$ cat config.mk
export PLATFORM = sky130hd
export DESIGN_NAME = gait_phase_torque_generator_core_flat
export DESIGN_NICKNAME = d
export VERILOG_FILES = /design/src/hw/rtl/gptg_pkg.sv /design/src/hw/rtl/gptg_if.sv /design/src/hw/rtl/gptg_front.sv /design/src/hw/rtl/gptg_queue.sv /design/src/hw/rtl/gptg_back.sv /design/src/hw/rtl/gait_phase_torque_generator_core.sv /design/src/flat_wrapper.sv
export VERILOG_INCLUDE_DIRS = /design/src /design/src/hw/rtl
export SDC_FILE = /design/constraint.sdc
export NUM_CORES = 1
export LEC_CHECK = 0
export BUFFER_PORTS_ARGS = -buffer_cell sky130_fd_sc_hd__clkbuf_2
export CAP_MARGIN = 40
export CORE_AREA = 2 2 206 288
export CTS_CLUSTER_DIAMETER = 40
export CTS_CLUSTER_SIZE = 24
export DETAILED_ROUTE_END_ITERATION = 16
export DIE_AREA = 0 0 208 290
export PLACE_DENSITY = 0.67
export SLEW_MARGIN = 40
export SYNTH_ARGS = -nofsm -noshare
export SYNTH_HDL_FRONTEND = slang
export SYNTH_SLANG_ARGS = --single-unit
$ cat constraint.sdc
create_clock -name clk -period 10.54 [get_ports clk]
set_clock_uncertainty 0.1 [all_clocks]
set_input_delay 2.108 -clock clk [delete_from_list [all_inputs] [get_ports clk]]
set_output_delay 2.108 -clock clk [all_outputs]
set_load 0.1 [all_outputs]
$ cat src/hw/rtl/gait_phase_torque_generator_core_defines.svh
// Assertion macros shared by the gait phase torque generator RTL.
// Included by the top level; depends on nothing else.
`ifndef GAIT_PHASE_TORQUE_GENERATOR_CORE_DEFINES_SVH
`define GAIT_PHASE_TORQUE_GENERATOR_CORE_DEFINES_SVH

// Same-cycle implication, disabled during reset.
`define GPTG_ASSERT_IMPLIES(label, clk, rst, ante, cons, msg) \
  label: assert property (@(posedge clk) disable iff (rst) (ante) |-> (cons)) \
    else $error(msg);

// Next-cycle implication, disabled during reset.
`define GPTG_ASSERT_NEXT(label, clk, rst, ante, cons, msg) \
  label: assert property (@(posedge clk) disable iff (rst) (ante) |=> (cons)) \
    else $error(msg);

`endif

$ cat src/hw/rtl/gptg_pkg.sv
// Types, codes and the torque shape table of the gait phase torque generator.
// Has no dependencies; the front end, queue, back end and top level import it.
`timescale 1ns / 1ps
`default_nettype none

package gptg_pkg;

  localparam int CFG_INDEX_W = 3;
  localparam int CFG_DATA_W  = 16;

  localparam logic [CFG_INDEX_W-1:0] CFG_TORQUE_AMPLITUDE    = 3'd0;
  localparam logic [CFG_INDEX_W-1:0] CFG_PHASE_OFFSET_SELECT = 3'd1;
  localparam logic [CFG_INDEX_W-1:0] CFG_SIDE_MODE           = 3'd2;
  localparam logic [CFG_INDEX_W-1:0] CFG_TORQUE_LIMIT        = 3'd3;
  localparam logic [CFG_INDEX_W-1:0] CFG_VELOCITY_THRESHOLD  = 3'd4;
  localparam logic [CFG_INDEX_W-1:0] CFG_MIN_STRIDE_MS       = 3'd5;
  localparam logic [CFG_INDEX_W-1:0] CFG_MAX_STRIDE_MS       = 3'd6;

  localparam logic [1:0] OFFSET_MINUS = 2'd0;
  localparam logic [1:0] OFFSET_NONE  = 2'd1;
  localparam logic [1:0] OFFSET_PLUS  = 2'd2;

  localparam logic [1:0] SIDE_SYMMETRIC  = 2'd0;
  localparam logic [1:0] SIDE_LEFT_HALF  = 2'd1;
  localparam logic [1:0] SIDE_RIGHT_HALF = 2'd2;
  localparam logic [1:0] SIDE_BOTH_ZERO  = 2'd3;

  localparam logic [11:0] RESET_AMPLITUDE  = 12'd1024;
  localparam logic [11:0] RESET_LIMIT      = 12'd3072;
  localparam logic [12:0] RESET_THRESHOLD  = 13'd100;
  localparam logic [15:0] RESET_MIN_STRIDE = 16'd400;
  localparam logic [15:0] RESET_MAX_STRIDE = 16'd3000;
  localparam logic [15:0] RESET_STRIDE     = 16'd1000;

  localparam logic [6:0] PCT_MAX    = 7'd100;
  localparam int         REM_W      = 23;
  localparam int         DSH_W      = 22;
  localparam int         PROD_W     = 27;
  localparam logic [2:0] DIV_STEPS  = 3'd6;

  localparam int QUEUE_DEPTH = 2;
  localparam int QPTR_W      = 1;

  typedef enum logic [1:0] {
    PCT_ZERO = 2'd0,
    PCT_FULL = 2'd1,
    PCT_DIV  = 2'd2
  } pct_mode_t;

  typedef struct packed {
    logic [11:0] torque_amplitude;
    logic [1:0]  phase_offset_select;
    logic [1:0]  side_mode;
    logic [11:0] torque_limit;
    logic [12:0] velocity_threshold;
    logic [15:0] min_stride_ms;
    logic [15:0] max_stride_ms;
  } cfg_t;

  typedef struct packed {
    logic      zero_out;
    pct_mode_t pct_mode;
    logic [15:0] since;
    logic [15:0] stride;
  } job_t;

  typedef struct packed {
    logic idle;
    logic load;
  } back_status_t;

  // Q1.14 torque shape over the wrapped gait percent.
  localparam int SHAPE_Q14 [0:99] = '{
    0, 0, 0, 0, 0, 0, 0, 0, 0, 0,
    0, 0, 0, 0, 0, 0, 0, 0, 0, 0,
    0, 0, 0, 0, 0, 0, 0, 0, 0, 0,
    0, 1713, 3406, 5063, 6664, 8192, 9630, 10963, 12176, 13255,
    14189, 14968, 15582, 16026, 16294, 16384, 16294, 16026, 15582, 14968,
    14189, 13255, 12176, 10963, 9630, 8192, 6664, 5063, 3406, 1713,
    0, -2563, -5063, -7438, -9630, -11585, -13255, -14598, -15582, -16182,
    -16384, -16182, -15582, -14598, -13255, -11585, -9630, -7438, -5063, -2563,
    0, 0, 0, 0, 0, 0, 0, 0, 0, 0,
    0, 0, 0, 0, 0, 0, 0, 0, 0, 0
  };

endpackage

`default_nettype wire

$ cat src/hw/rtl/gptg_if.sv
// Valid/ready channel interfaces for tick items and torque result items.
// Has no dependencies.
`timescale 1ns / 1ps
`default_nettype none

interface gptg_in_if;
  logic              valid;
  logic              ready;
  logic [31:0]       time_ms;
  logic signed [13:0] forward_velocity;
  logic              left_stance;
  logic              assist_enabled;

  modport source(output valid, time_ms, forward_velocity, left_stance, assist_enabled,
                 input ready);
  modport sink(input valid, time_ms, forward_velocity, left_stance, assist_enabled,
               output ready);
endinterface

interface gptg_out_if;
  logic               valid;
  logic               ready;
  logic signed [12:0] torque_right;
  logic signed [12:0] torque_left;
  logic [6:0]         phase_percent;

  modport source(output valid, torque_right, torque_left, phase_percent, input ready);
  modport sink(input valid, torque_right, torque_left, phase_percent, output ready);
endinterface

`default_nettype wire

$ cat src/hw/rtl/gptg_front.sv
// Front end: accepts tick items, tracks heel strikes and the stride period,
// and classifies each item into a job. Depends on gptg_pkg and gptg_if.
`timescale 1ns / 1ps
`default_nettype none

module gptg_front import gptg_pkg::*; #(
  parameter int TIME_BITS = 32
) (
  input  wire logic  clk,
  input  wire logic  rst,
  gptg_in_if.sink    din,
  input  wire cfg_t  cfg,
  output job_t       job,
  output logic       job_valid,
  input  wire logic  job_ready
);

  logic                 previous_left_contact;
  logic [TIME_BITS-1:0] last_heel_strike_time;
  logic [15:0]          stride_period;
  logic                 have_heel_strike;

  logic [TIME_BITS-1:0] now;
  logic [TIME_BITS-1:0] diff;
  logic [TIME_BITS-1:0] since;
  logic signed [14:0]   vel_ext;
  logic signed [14:0]   thr_ext;
  logic                 vel_low;
  logic                 heel;
  logic                 in_range;
  logic [15:0]          stride_next;
  logic                 have_next;
  logic                 accept;

  assign now      = din.time_ms[TIME_BITS-1:0];
  assign diff     = now - last_heel_strike_time;
  assign vel_ext  = {din.forward_velocity[13], din.forward_velocity};
  assign thr_ext  = {2'b00, cfg.velocity_threshold};
  assign vel_low  = vel_ext < thr_ext;
  assign heel     = din.left_stance && !previous_left_contact;
  assign in_range = have_heel_strike && (diff >= TIME_BITS'(cfg.min_stride_ms))
                    && (diff <= TIME_BITS'(cfg.max_stride_ms));
  assign stride_next = (heel && in_range) ? diff[15:0] : stride_period;
  assign have_next   = have_heel_strike || heel;
  assign since       = heel ? '0 : diff;

  assign accept    = din.valid && din.ready;
  assign din.ready = job_ready;
  assign job_valid = din.valid;

  always_comb begin
    job.zero_out = !din.assist_enabled || vel_low;
    job.since    = since[15:0];
    job.stride   = stride_next;
    if (job.zero_out || !have_next || (stride_next == 16'd0)) begin
      job.pct_mode = PCT_ZERO;
    end else if (since >= TIME_BITS'(stride_next)) begin
      job.pct_mode = PCT_FULL;
    end else begin
      job.pct_mode = PCT_DIV;
    end
  end

  always_ff @(posedge clk) begin
    if (rst) begin
      previous_left_contact <= 1'b0;
      last_heel_strike_time <= '0;
      stride_period         <= RESET_STRIDE;
      have_heel_strike      <= 1'b0;
    end else if (accept && din.assist_enabled) begin
      if (vel_low) begin
        have_heel_strike <= 1'b0;
      end else begin
        previous_left_contact <= din.left_stance;
        have_heel_strike      <= have_next;
        stride_period         <= stride_next;
        if (heel) begin
          last_heel_strike_time <= now;
        end
      end
    end
  end

endmodule

`default_nettype wire

$ cat src/hw/rtl/gptg_queue.sv
// Short job queue between the front end and the back end.
// Depends on gptg_pkg.
`timescale 1ns / 1ps
`default_nettype none

module gptg_queue import gptg_pkg::*; (
  input  wire logic clk,
  input  wire logic rst,
  input  wire logic push_valid,
  input  wire job_t push_job,
  output logic      push_ready,
  output logic      pop_valid,
  output job_t      pop_job,
  input  wire logic pop
);

  job_t              mem [QUEUE_DEPTH];
  logic [QPTR_W-1:0] wptr;
  logic [QPTR_W-1:0] rptr;
  logic [QPTR_W:0]   count;
  logic              do_push;
  logic              do_pop;

  assign push_ready = count != (QPTR_W + 1)'(QUEUE_DEPTH);
  assign pop_valid  = count != '0;
  assign pop_job    = mem[rptr];
  assign do_push    = push_valid && push_ready;
  assign do_pop     = pop && pop_valid;

  always_ff @(posedge clk) begin
    if (do_push) begin
      mem[wptr] <= push_job;
    end
  end

  always_ff @(posedge clk) begin
    if (rst) begin
      wptr  <= '0;
      rptr  <= '0;
      count <= '0;
    end else begin
      if (do_push) begin
        wptr <= wptr + 1'b1;
      end
      if (do_pop) begin
        rptr <= rptr + 1'b1;
      end
      if (do_push && !do_pop) begin
        count <= count + 1'b1;
      end else if (do_pop && !do_push) begin
        count <= count - 1'b1;
      end
    end
  end

endmodule

`default_nettype wire

$ cat src/hw/rtl/gptg_back.sv
// Back end: serial percent divider, phase offset, shape lookup, amplitude
// multiply, side sharing, clamp and the result register. Depends on gptg_pkg and gptg_if.
`timescale 1ns / 1ps
`default_nettype none

module gptg_back import gptg_pkg::*; (
  input  wire logic  clk,
  input  wire logic  rst,
  input  wire cfg_t  cfg,
  input  wire logic  job_valid,
  input  wire job_t  job,
  output logic       job_pop,
  gptg_out_if.source dout,
  output back_status_t status
);

  typedef enum logic [4:0] {
    ST_IDLE = 5'b00001,
    ST_DIV  = 5'b00010,
    ST_IDX  = 5'b00100,
    ST_MUL  = 5'b01000,
    ST_FIN  = 5'b10000
  } state_t;

  state_t            state;
  logic              zero_out;
  logic [6:0]        pct;
  logic [REM_W-1:0]  rem;
  logic [DSH_W-1:0]  dsh;
  logic [6:0]        quo;
  logic [2:0]        cnt;
  logic [6:0]        idx;
  logic              neg;
  logic [PROD_W-1:0] prod;

  logic              fits;
  logic [6:0]        quo_next;
  logic signed [7:0] p_sum;
  logic signed [7:0] p_wrap;
  logic signed [15:0] entry;
  logic [14:0]       mag;
  logic [PROD_W:0]   rounded;
  logic [13:0]       m;
  logic signed [13:0] tau;
  logic signed [13:0] tr;
  logic signed [13:0] tl;
  logic              load;

  function automatic logic signed [12:0] clamp_torque(input logic signed [13:0] t,
                                                       input logic [11:0] lim);
    logic signed [13:0] l;
    l = $signed({2'b00, lim});
    if (t > l) begin
      return 13'(l);
    end else if (t < -l) begin
      return 13'(-l);
    end
    return 13'(t);
  endfunction

  assign fits     = rem >= REM_W'(dsh);
  assign quo_next = {quo[5:0], fits};

  always_comb begin
    case (cfg.phase_offset_select)
      OFFSET_MINUS: p_sum = $signed({1'b0, pct}) - 8'sd10;
      OFFSET_PLUS:  p_sum = $signed({1'b0, pct}) + 8'sd10;
      default:      p_sum = $signed({1'b0, pct});
    endcase
    if (p_sum < 8'sd0) begin
      p_wrap = p_sum + 8'sd100;
    end else if (p_sum >= 8'sd100) begin
      p_wrap = p_sum - 8'sd100;
    end else begin
      p_wrap = p_sum;
    end
  end

  assign entry = 16'(SHAPE_Q14[idx]);
  assign mag   = entry[15] ? 15'(-entry) : entry[14:0];

  assign rounded = {1'b0, prod} + (PROD_W + 1)'(8192);
  assign m       = rounded[PROD_W:14];
  assign tau     = neg ? -$signed(m) : $signed(m);

  always_comb begin
    case (cfg.side_mode)
      SIDE_SYMMETRIC: begin
        tr = tau;
        tl = tau;
      end
      SIDE_LEFT_HALF: begin
        tr = tau;
        tl = tau >>> 1;
      end
      SIDE_RIGHT_HALF: begin
        tr = tau >>> 1;
        tl = tau;
      end
      default: begin
        tr = '0;
        tl = '0;
      end
    endcase
  end

  assign load        = (state == ST_FIN) && (!dout.valid || dout.ready);
  assign job_pop     = (state == ST_IDLE) && job_valid;
  assign status.idle = state == ST_IDLE;
  assign status.load = load;

  always_ff @(posedge clk) begin
    if (rst) begin
      state <= ST_IDLE;
    end else begin
      case (state)
        ST_IDLE: begin
          if (job_valid) begin
            state <= (job.pct_mode == PCT_DIV) ? ST_DIV : ST_IDX;
          end
        end
        ST_DIV: begin
          if (cnt == 3'd0) begin
            state <= ST_IDX;
          end
        end
        ST_IDX:  state <= ST_MUL;
        ST_MUL:  state <= ST_FIN;
        ST_FIN: begin
          if (load) begin
            state <= ST_IDLE;
          end
        end
        default: state <= ST_IDLE;
      endcase
    end
  end

  always_ff @(posedge clk) begin
    case (state)
      ST_IDLE: begin
        zero_out <= job.zero_out;
        rem      <= REM_W'(job.since) * REM_W'(100);
        dsh      <= {job.stride, 6'b0};
        quo      <= '0;
        cnt      <= DIV_STEPS;
        case (job.pct_mode)
          PCT_FULL: pct <= PCT_MAX;
          default:  pct <= '0;
        endcase
      end
      ST_DIV: begin
        if (fits) begin
          rem <= rem - REM_W'(dsh);
        end
        dsh <= dsh >> 1;
        quo <= quo_next;
        cnt <= cnt - 3'd1;
        if (cnt == 3'd0) begin
          pct <= quo_next;
        end
      end
      ST_IDX: idx <= 7'(p_wrap);
      ST_MUL: begin
        neg  <= entry[15];
        prod <= PROD_W'(mag) * PROD_W'(cfg.torque_amplitude);
      end
      default: begin
      end
    endcase
  end

  always_ff @(posedge clk) begin
    if (rst) begin
      dout.valid <= 1'b0;
    end else if (load) begin
      dout.valid <= 1'b1;
    end else if (dout.ready) begin
      dout.valid <= 1'b0;
    end
  end

  always_ff @(posedge clk) begin
    if (load) begin
      if (zero_out) begin
        dout.torque_right  <= '0;
        dout.torque_left   <= '0;
        dout.phase_percent <= '0;
      end else begin
        dout.torque_right  <= clamp_torque(tr, cfg.torque_limit);
        dout.torque_left   <= clamp_torque(tl, cfg.torque_limit);
        dout.phase_percent <= pct;
      end
    end
  end

endmodule

`default_nettype wire

$ cat src/hw/rtl/gait_phase_torque_generator_core.sv
// Top level of the gait phase torque generator: configuration registers,
// front end, job queue and back end. Depends on gptg_pkg, gptg_if and the defines header.
//
//   channel   direction  handshake          payload
//   din       in         valid/ready        time_ms, forward_velocity, left_stance,
//                                           assist_enabled
//   dout      out        valid/ready        torque_right, torque_left, phase_percent
//   cfg       in         cfg_we only        cfg_index, cfg_wdata
//
// The front end takes one item per cycle while the two-entry queue has room.
// The back end runs an item that needs the percent divide through seven
// one-bit divider steps, then index, multiply and final steps; other items skip the divider.
// Reset is synchronous; the stride estimator comes up with a 1000 ms period.
// A stalled dout holds its result register and the back end waits in its last step.
`timescale 1ns / 1ps
`default_nettype none
`include "gait_phase_torque_generator_core_defines.svh"

module gait_phase_torque_generator_core import gptg_pkg::*; #(
  parameter int TIME_BITS = 32
) (
  input  wire logic                   clk,
  input  wire logic                   rst,
  gptg_in_if.sink                     din,
  gptg_out_if.source                  dout,
  input  wire logic                   cfg_we,
  input  wire logic [CFG_INDEX_W-1:0] cfg_index,
  input  wire logic [CFG_DATA_W-1:0]  cfg_wdata
);

  cfg_t         cfg;
  job_t         f_job;
  logic         f_valid;
  logic         q_ready;
  job_t         q_job;
  logic         q_valid;
  logic         q_pop;
  back_status_t back_st;
  logic         pct_ok;
  logic         out_done;
  logic         back_waiting;

  always_ff @(posedge clk) begin
    if (rst) begin
      cfg.torque_amplitude    <= RESET_AMPLITUDE;
      cfg.phase_offset_select <= OFFSET_NONE;
      cfg.side_mode           <= SIDE_SYMMETRIC;
      cfg.torque_limit        <= RESET_LIMIT;
      cfg.velocity_threshold  <= RESET_THRESHOLD;
      cfg.min_stride_ms       <= RESET_MIN_STRIDE;
      cfg.max_stride_ms       <= RESET_MAX_STRIDE;
    end else if (cfg_we) begin
      case (cfg_index)
        CFG_TORQUE_AMPLITUDE:    cfg.torque_amplitude    <= cfg_wdata[11:0];
        CFG_PHASE_OFFSET_SELECT: cfg.phase_offset_select <= cfg_wdata[1:0];
        CFG_SIDE_MODE:           cfg.side_mode           <= cfg_wdata[1:0];
        CFG_TORQUE_LIMIT:        cfg.torque_limit        <= cfg_wdata[11:0];
        CFG_VELOCITY_THRESHOLD:  cfg.velocity_threshold  <= cfg_wdata[12:0];
        CFG_MIN_STRIDE_MS:       cfg.min_stride_ms       <= cfg_wdata;
        CFG_MAX_STRIDE_MS:       cfg.max_stride_ms       <= cfg_wdata;
        default: begin
        end
      endcase
    end
  end

  gptg_front #(
    .TIME_BITS(TIME_BITS)
  ) u_front (
    .clk      (clk),
    .rst      (rst),
    .din      (din),
    .cfg      (cfg),
    .job      (f_job),
    .job_valid(f_valid),
    .job_ready(q_ready)
  );

  gptg_queue u_queue (
    .clk       (clk),
    .rst       (rst),
    .push_valid(f_valid),
    .push_job  (f_job),
    .push_ready(q_ready),
    .pop_valid (q_valid),
    .pop_job   (q_job),
    .pop       (q_pop)
  );

  gptg_back u_back (
    .clk      (clk),
    .rst      (rst),
    .cfg      (cfg),
    .job_valid(q_valid),
    .job      (q_job),
    .job_pop  (q_pop),
    .dout     (dout),
    .status   (back_st)
  );

  assign pct_ok       = dout.phase_percent <= PCT_MAX;
  assign out_done     = dout.valid && dout.ready && !back_st.load;
  assign back_waiting = back_st.idle && q_valid;

  `GPTG_ASSERT_IMPLIES(a_pct_range, clk, rst, dout.valid, pct_ok, "phase percent above 100")
  `GPTG_ASSERT_NEXT(a_out_drain, clk, rst, out_done, !dout.valid, "result register not drained")
  `GPTG_ASSERT_NEXT(a_back_takes, clk, rst, back_waiting, !back_st.idle, "queued item left waiting")

endmodule

`default_nettype wire
$ cat src/flat_wrapper.sv
// flat-port wrapper written by rule: the top's interface ports become plain ports
module gait_phase_torque_generator_core_flat import gptg_pkg::*;
#(
  parameter int TIME_BITS = 32
)
  (clk, rst, cfg_we, cfg_index, cfg_wdata, din_valid, din_time_ms, din_forward_velocity, din_left_stance, din_assist_enabled, din_ready, dout_valid, dout_torque_right, dout_torque_left, dout_phase_percent, dout_ready);
  gptg_in_if din_i ();
  gptg_out_if dout_i ();
  input  wire logic clk;
  input  wire logic rst;
  input  wire logic cfg_we;
  input  wire logic [CFG_INDEX_W-1:0] cfg_index;
  input  wire logic [CFG_DATA_W-1:0] cfg_wdata;
  input wire logic [$bits(din_i.valid)-1:0] din_valid;
  input wire logic [$bits(din_i.time_ms)-1:0] din_time_ms;
  input wire logic [$bits(din_i.forward_velocity)-1:0] din_forward_velocity;
  input wire logic [$bits(din_i.left_stance)-1:0] din_left_stance;
  input wire logic [$bits(din_i.assist_enabled)-1:0] din_assist_enabled;
  output wire logic [$bits(din_i.ready)-1:0] din_ready;
  output wire logic [$bits(dout_i.valid)-1:0] dout_valid;
  output wire logic [$bits(dout_i.torque_right)-1:0] dout_torque_right;
  output wire logic [$bits(dout_i.torque_left)-1:0] dout_torque_left;
  output wire logic [$bits(dout_i.phase_percent)-1:0] dout_phase_percent;
  input wire logic [$bits(dout_i.ready)-1:0] dout_ready;
  assign din_i.valid = din_valid;
  assign din_i.time_ms = din_time_ms;
  assign din_i.forward_velocity = din_forward_velocity;
  assign din_i.left_stance = din_left_stance;
  assign din_i.assist_enabled = din_assist_enabled;
  assign din_ready = din_i.ready;
  assign dout_valid = dout_i.valid;
  assign dout_torque_right = dout_i.torque_right;
  assign dout_torque_left = dout_i.torque_left;
  assign dout_phase_percent = dout_i.phase_percent;
  assign dout_i.ready = dout_ready;
  gait_phase_torque_generator_core #(.TIME_BITS(TIME_BITS)) u_core (.clk(clk), .rst(rst), .din(din_i), .dout(dout_i), .cfg_we(cfg_we), .cfg_index(cfg_index), .cfg_wdata(cfg_wdata));
endmodule
==> results <==
- The flow ran to the end, and the final reports show no timing, DRC or antenna violations.
- The count of pins over their slew limit was 0.
- The number of flops mapped to enable cells by yosys is 187.
- The count of different cell masters after synthesis is 99.
- In this run the tightest slew margin relative to its limit is 45.11%.
- The width of the chip is 208 um.
- The number of inserted filler cells in the final layout is 5230.
- After synthesis, the mean cell area works out to 8.922 um2.
- The buffers inserted during post-CTS setup optimization is 0.
- Detailed placement finished with a half-perimeter wire length of 59890 um.
- After Yosys synthesis, and, or, nand and nor cells account for 16.66% of the synthesized area.
- The post-route total power is 6.257 mW.
- During I/O placement, the number of pins put on the boundary was 107.
- Of the total power, the share spent switching nets is 38.50%.
- Entering global routing, the biggest net connects 66 pins.
- In this run the clock root is driven by a clkbuf_16.
- The vias after detailed routing is 22890.
- The source-to-sink clock delay at the later pin of the worst-skew pair is 0.59 ns.
- The wire length per cell is 19.25 um.
- The part of the total power dissipated in the clock network is 27.8%.
- Sequential cells account for 27.7% of the total power.
- The complex-gate fraction of the synthesized area is 14.69%.
- The cell count after placement is 3899.
- The share of flip-flops with an asynchronous set or reset is 0%.
- The die outline height is 290 um.
- The share of the synthesized netlist area taken by xor and xnor gates is 4.152%.
- In the final timing run, aggregate negative setup slack is 0 ns.
- Of the total power, combinational logic draws 44.4%.
- In this run the worst path has a maximum fanout of 15.
- The area added between synthesis and finish is 11.34%.
- The via count of the first global-routing pass came to 23770.
- STA puts the critical path data required time at 10.77 ns.
- The clock tree synthesis step divided the H-tree into 2 levels.
- Of the cells placed in the final design, the portion with a size suffix greater than 1 is 9.382%.
- The core region is 57520 um2.
- The maximum ir drop on the vdd rail is 0.0001371 V.
- The placer congestion estimate is 0.9432.
- The total clock sinks is 321.
- At the pin with the least slew margin, the transition time is 0.8171 ns.
- The clock period minus final worst setup slack is 9.342 ns.
- After clock tree synthesis, the clock-pin slew on the worst setup and hold paths is 0.06 ns.
- The proportion of synthesized chip area in sequential cells is 29.64%.
- For the worst setup path, the data arrival time is 9.57 ns.
- The biggest cell delay along the critical path is 0.70 ns.
- By area, the combinational part of the netlist is dominated by adder cells.
- After detailed routing, the number of remaining DRC violations is 0.
- The net count of the mapped netlist is 3653.
- The number of buffers added on ports is 106.
- The analysis attributes to cell leakage a power of 13.45 nW.
- Setup repair after global routing left no endpoint under its margin.
- The worst setup path is captured at a flop.
- Sorting the synthesized cells by area gives the leading types as edfxtp_1, ha_1, fa_1, dfxtp_1, nand2_1.
- Among all flip-flop cells after synthesis, the most frequent one is edfxtp_1.
- For this design the total switching power over the nets is 2.409 mW.
- The synthesized netlist devotes 23.63% of its cell area to adder and majority cells.
- The total routing resource utilization after global routing is 25.59%.
- The initial antenna violation count was 1.
- The library cells used most frequently in the layout, excluding fill and tap cells, are nand2_1, inv_1, ha_1.
- The largest area contributor in the synthesized netlist is edfxtp_1.
- In this run the biggest area consumer among cell types represents 20.06% of the synthesized area.
- The first detailed-routing pass ran for 6 iterations.
- Summed over all layers, the global routing overflow is 0.
- The highest clock frequency the design can meet is 107.0 MHz.
- The internal power summed over all cells is 3.848 mW.
- The worst setup path is launched from a flop.
- TritonCTS built the clock tree.
- For this run, the number of Yosys warnings is 0.
- For this run, the number of standard cells in the final layout without fillers is 3993.
- The library cell used most frequently in the layout, excluding fill and tap cells, is nand2_1.
- The number of vias per cell after detailed routing is 5.732.
- Synthesis produced 3138 cells.
- Power spread over the standard cell area amounts to 200.7 nW/um2.
- The start-to-end type of the worst setup path is reg -> reg.
- The site row count is 104.
- The first global-routing pass estimated 124100 um of wire.
- The final number of hold-violating endpoints is 0.
- OpenSTA, run right after detailed placement, puts the worst setup slack at 0.8154 ns.
- The maximum buffer depth of the clock tree is 3.
- The number of gates resized after CTS was 0.
- The number of nets in the finished design is 3725.
- The worst setup slack after layout is 1.198 ns.
- The path class of the tightest hold or removal check is reg -> reg.
- In the final layout, flip-flops and latches occupy 8299 um2.
- Buffers inserted to repair hold after CTS numbered 0.
- The max-capacitance violation count is 0.
- Synthesis inferred 321 register bits.
- Among all stages on the critical path, the largest delay is contributed by edfxtp_1.
- The antenna diode instance count is 0.
- The number of antenna-violating nets in the routed design is 0.
- The final critical-path share of the clock period is 88.64%.
- The routed wire length is 76870 um.
- The multi-input gate area in the final layout is 17810 um2.
- Setup violations remaining at the end of the flow were counted as 0.
- In this run, the number of DRC markers left after iteration 0 of detailed routing was 1489.
- The cell area that synthesis handed to floorplanning was 28000 um2.
- The die outline area is 60320 um2.
- The clock buffer count from CTS is 49.
- The share of cell area taken by muxes after synthesis is 4.277%.
- Once the floorplan was initialized, standard cells occupied 48.68% of the core.
[kinds of logic after synthesis]
logic type,Yosys count
muxes,118
buffers and inverters,500
xor gates and xnor gates,131
adders and majority gates,443
DFF,321
and+or+nand+nor,990
AOI/OAI and AO/OA,635
[synth_stat cells (all sizes together) (15+ instances only)]
cell	instances
inv	368
nand3	42
ha	300
o21ai	123
dfxtp	134
nor2	233
o22ai	23
and2	103
xnor2	85
nand4	25
nor3	52
mux2i	105
xor2	46
clkbuf	102
nand2	373
edfxtp	187
o211ai	44
nand2b	39
a21oi	210
o21a	25
nor2b	42
a211oi	22
buf	28
and3	15
a21o	39
fa	143
a31oi	24
[registers in the layout, summed over array words and instances, names as in the netlist, 7 cells and up, named ones only]
signal and flops:
u_core.u_front.stride_period 16, u_core.u_front.last_heel_strike_time 32, u_core.u_back.pct 7, u_core.u_back.dsh 22
u_core.cfg 73, u_core.u_back.rem 23, u_core.u_queue.mem 70, u_core.u_back.dout.torque_left 13
u_core.u_back.prod 14, u_core.u_back.dout.torque_right 13, u_core.u_back.dout.phase_percent 7, u_core.u_back.idx 7
[critical path: cells and delay by family (launching register included)]
kind                       cells  cell delay, ns
DFF                            1            0.70
AOI/OAI and AO/OA              9            2.06
adders and majority gates      8            3.71
xor gates and xnor gates       2            0.24
and+or+nand+nor                8            1.49
buffers and inverters          6            0.77
[final cells by class]
cell class	instances	area share, %
Multi-Input combinational cell	2317	57.13
Sequential cell	321	26.62
Inverter	370	4.455
Clock buffer	57	4.331
Timing Repair Buffer	151	3.034
Tap cell	742	2.978
Clock inverter	35	1.449
[through the flow]
stage / cell area, um2 / utilization [%] / hold slack [ns]
4_1_cts: 31150 / 54.16 / 0.3546
3_3_place_gp: 29250 / 50.85 / 0.3428
5_1_grt: 31170 / 54.20 / 0.3668
3_5_place_dp: 29350 / 51.02 / 0.3467
2_1_floorplan: 28000 / - / 0.3332
6_report: 31170 / 54.20 / 0.3545
[metal layers]
layer  global-route usage [%]  share of wire (%)  vias up
met2                    46.84                 51      664
met3                    3.171                4.7      179
met5                        0              0.016        -
met4                    9.825                4.0        2
li1                         -                  -    10960
met1                    30.33                 40    11080
[power groups by stage]
| stage | combinational [mW] | clock (mW) | sequential [mW] |
|---|---|---|---|
| 2_1_floorplan | 2.12 | 0 | 1.72 |
| 3_3_place_gp | 2.67 | 0 | 1.76 |
| 3_5_place_dp | 2.75 | 0 | 1.76 |
| 4_1_cts | 2.78 | 1.77 | 1.74 |
| 5_1_grt | 3.16 | 1.83 | 1.76 |
| 6_report | 2.78 | 1.74 | 1.74 |
[path summary, 6_finish.rpt]
kind / from / endpoint / slack (ns) / cells past startpoint
max: u_core.u_back.idx[1] / u_core.u_back.prod[26] / 1.20 / 33
min: u_core.cfg[30] / u_core.cfg[30] / 0.35 / 2
max reg2reg: u_core.u_back.idx[1] / u_core.u_back.prod[26] / 1.20 / 33
min reg2reg: u_core.cfg[30] / u_core.cfg[30] / 0.35 / 2
Note: power is estimated with default switching activity, not from simulation.
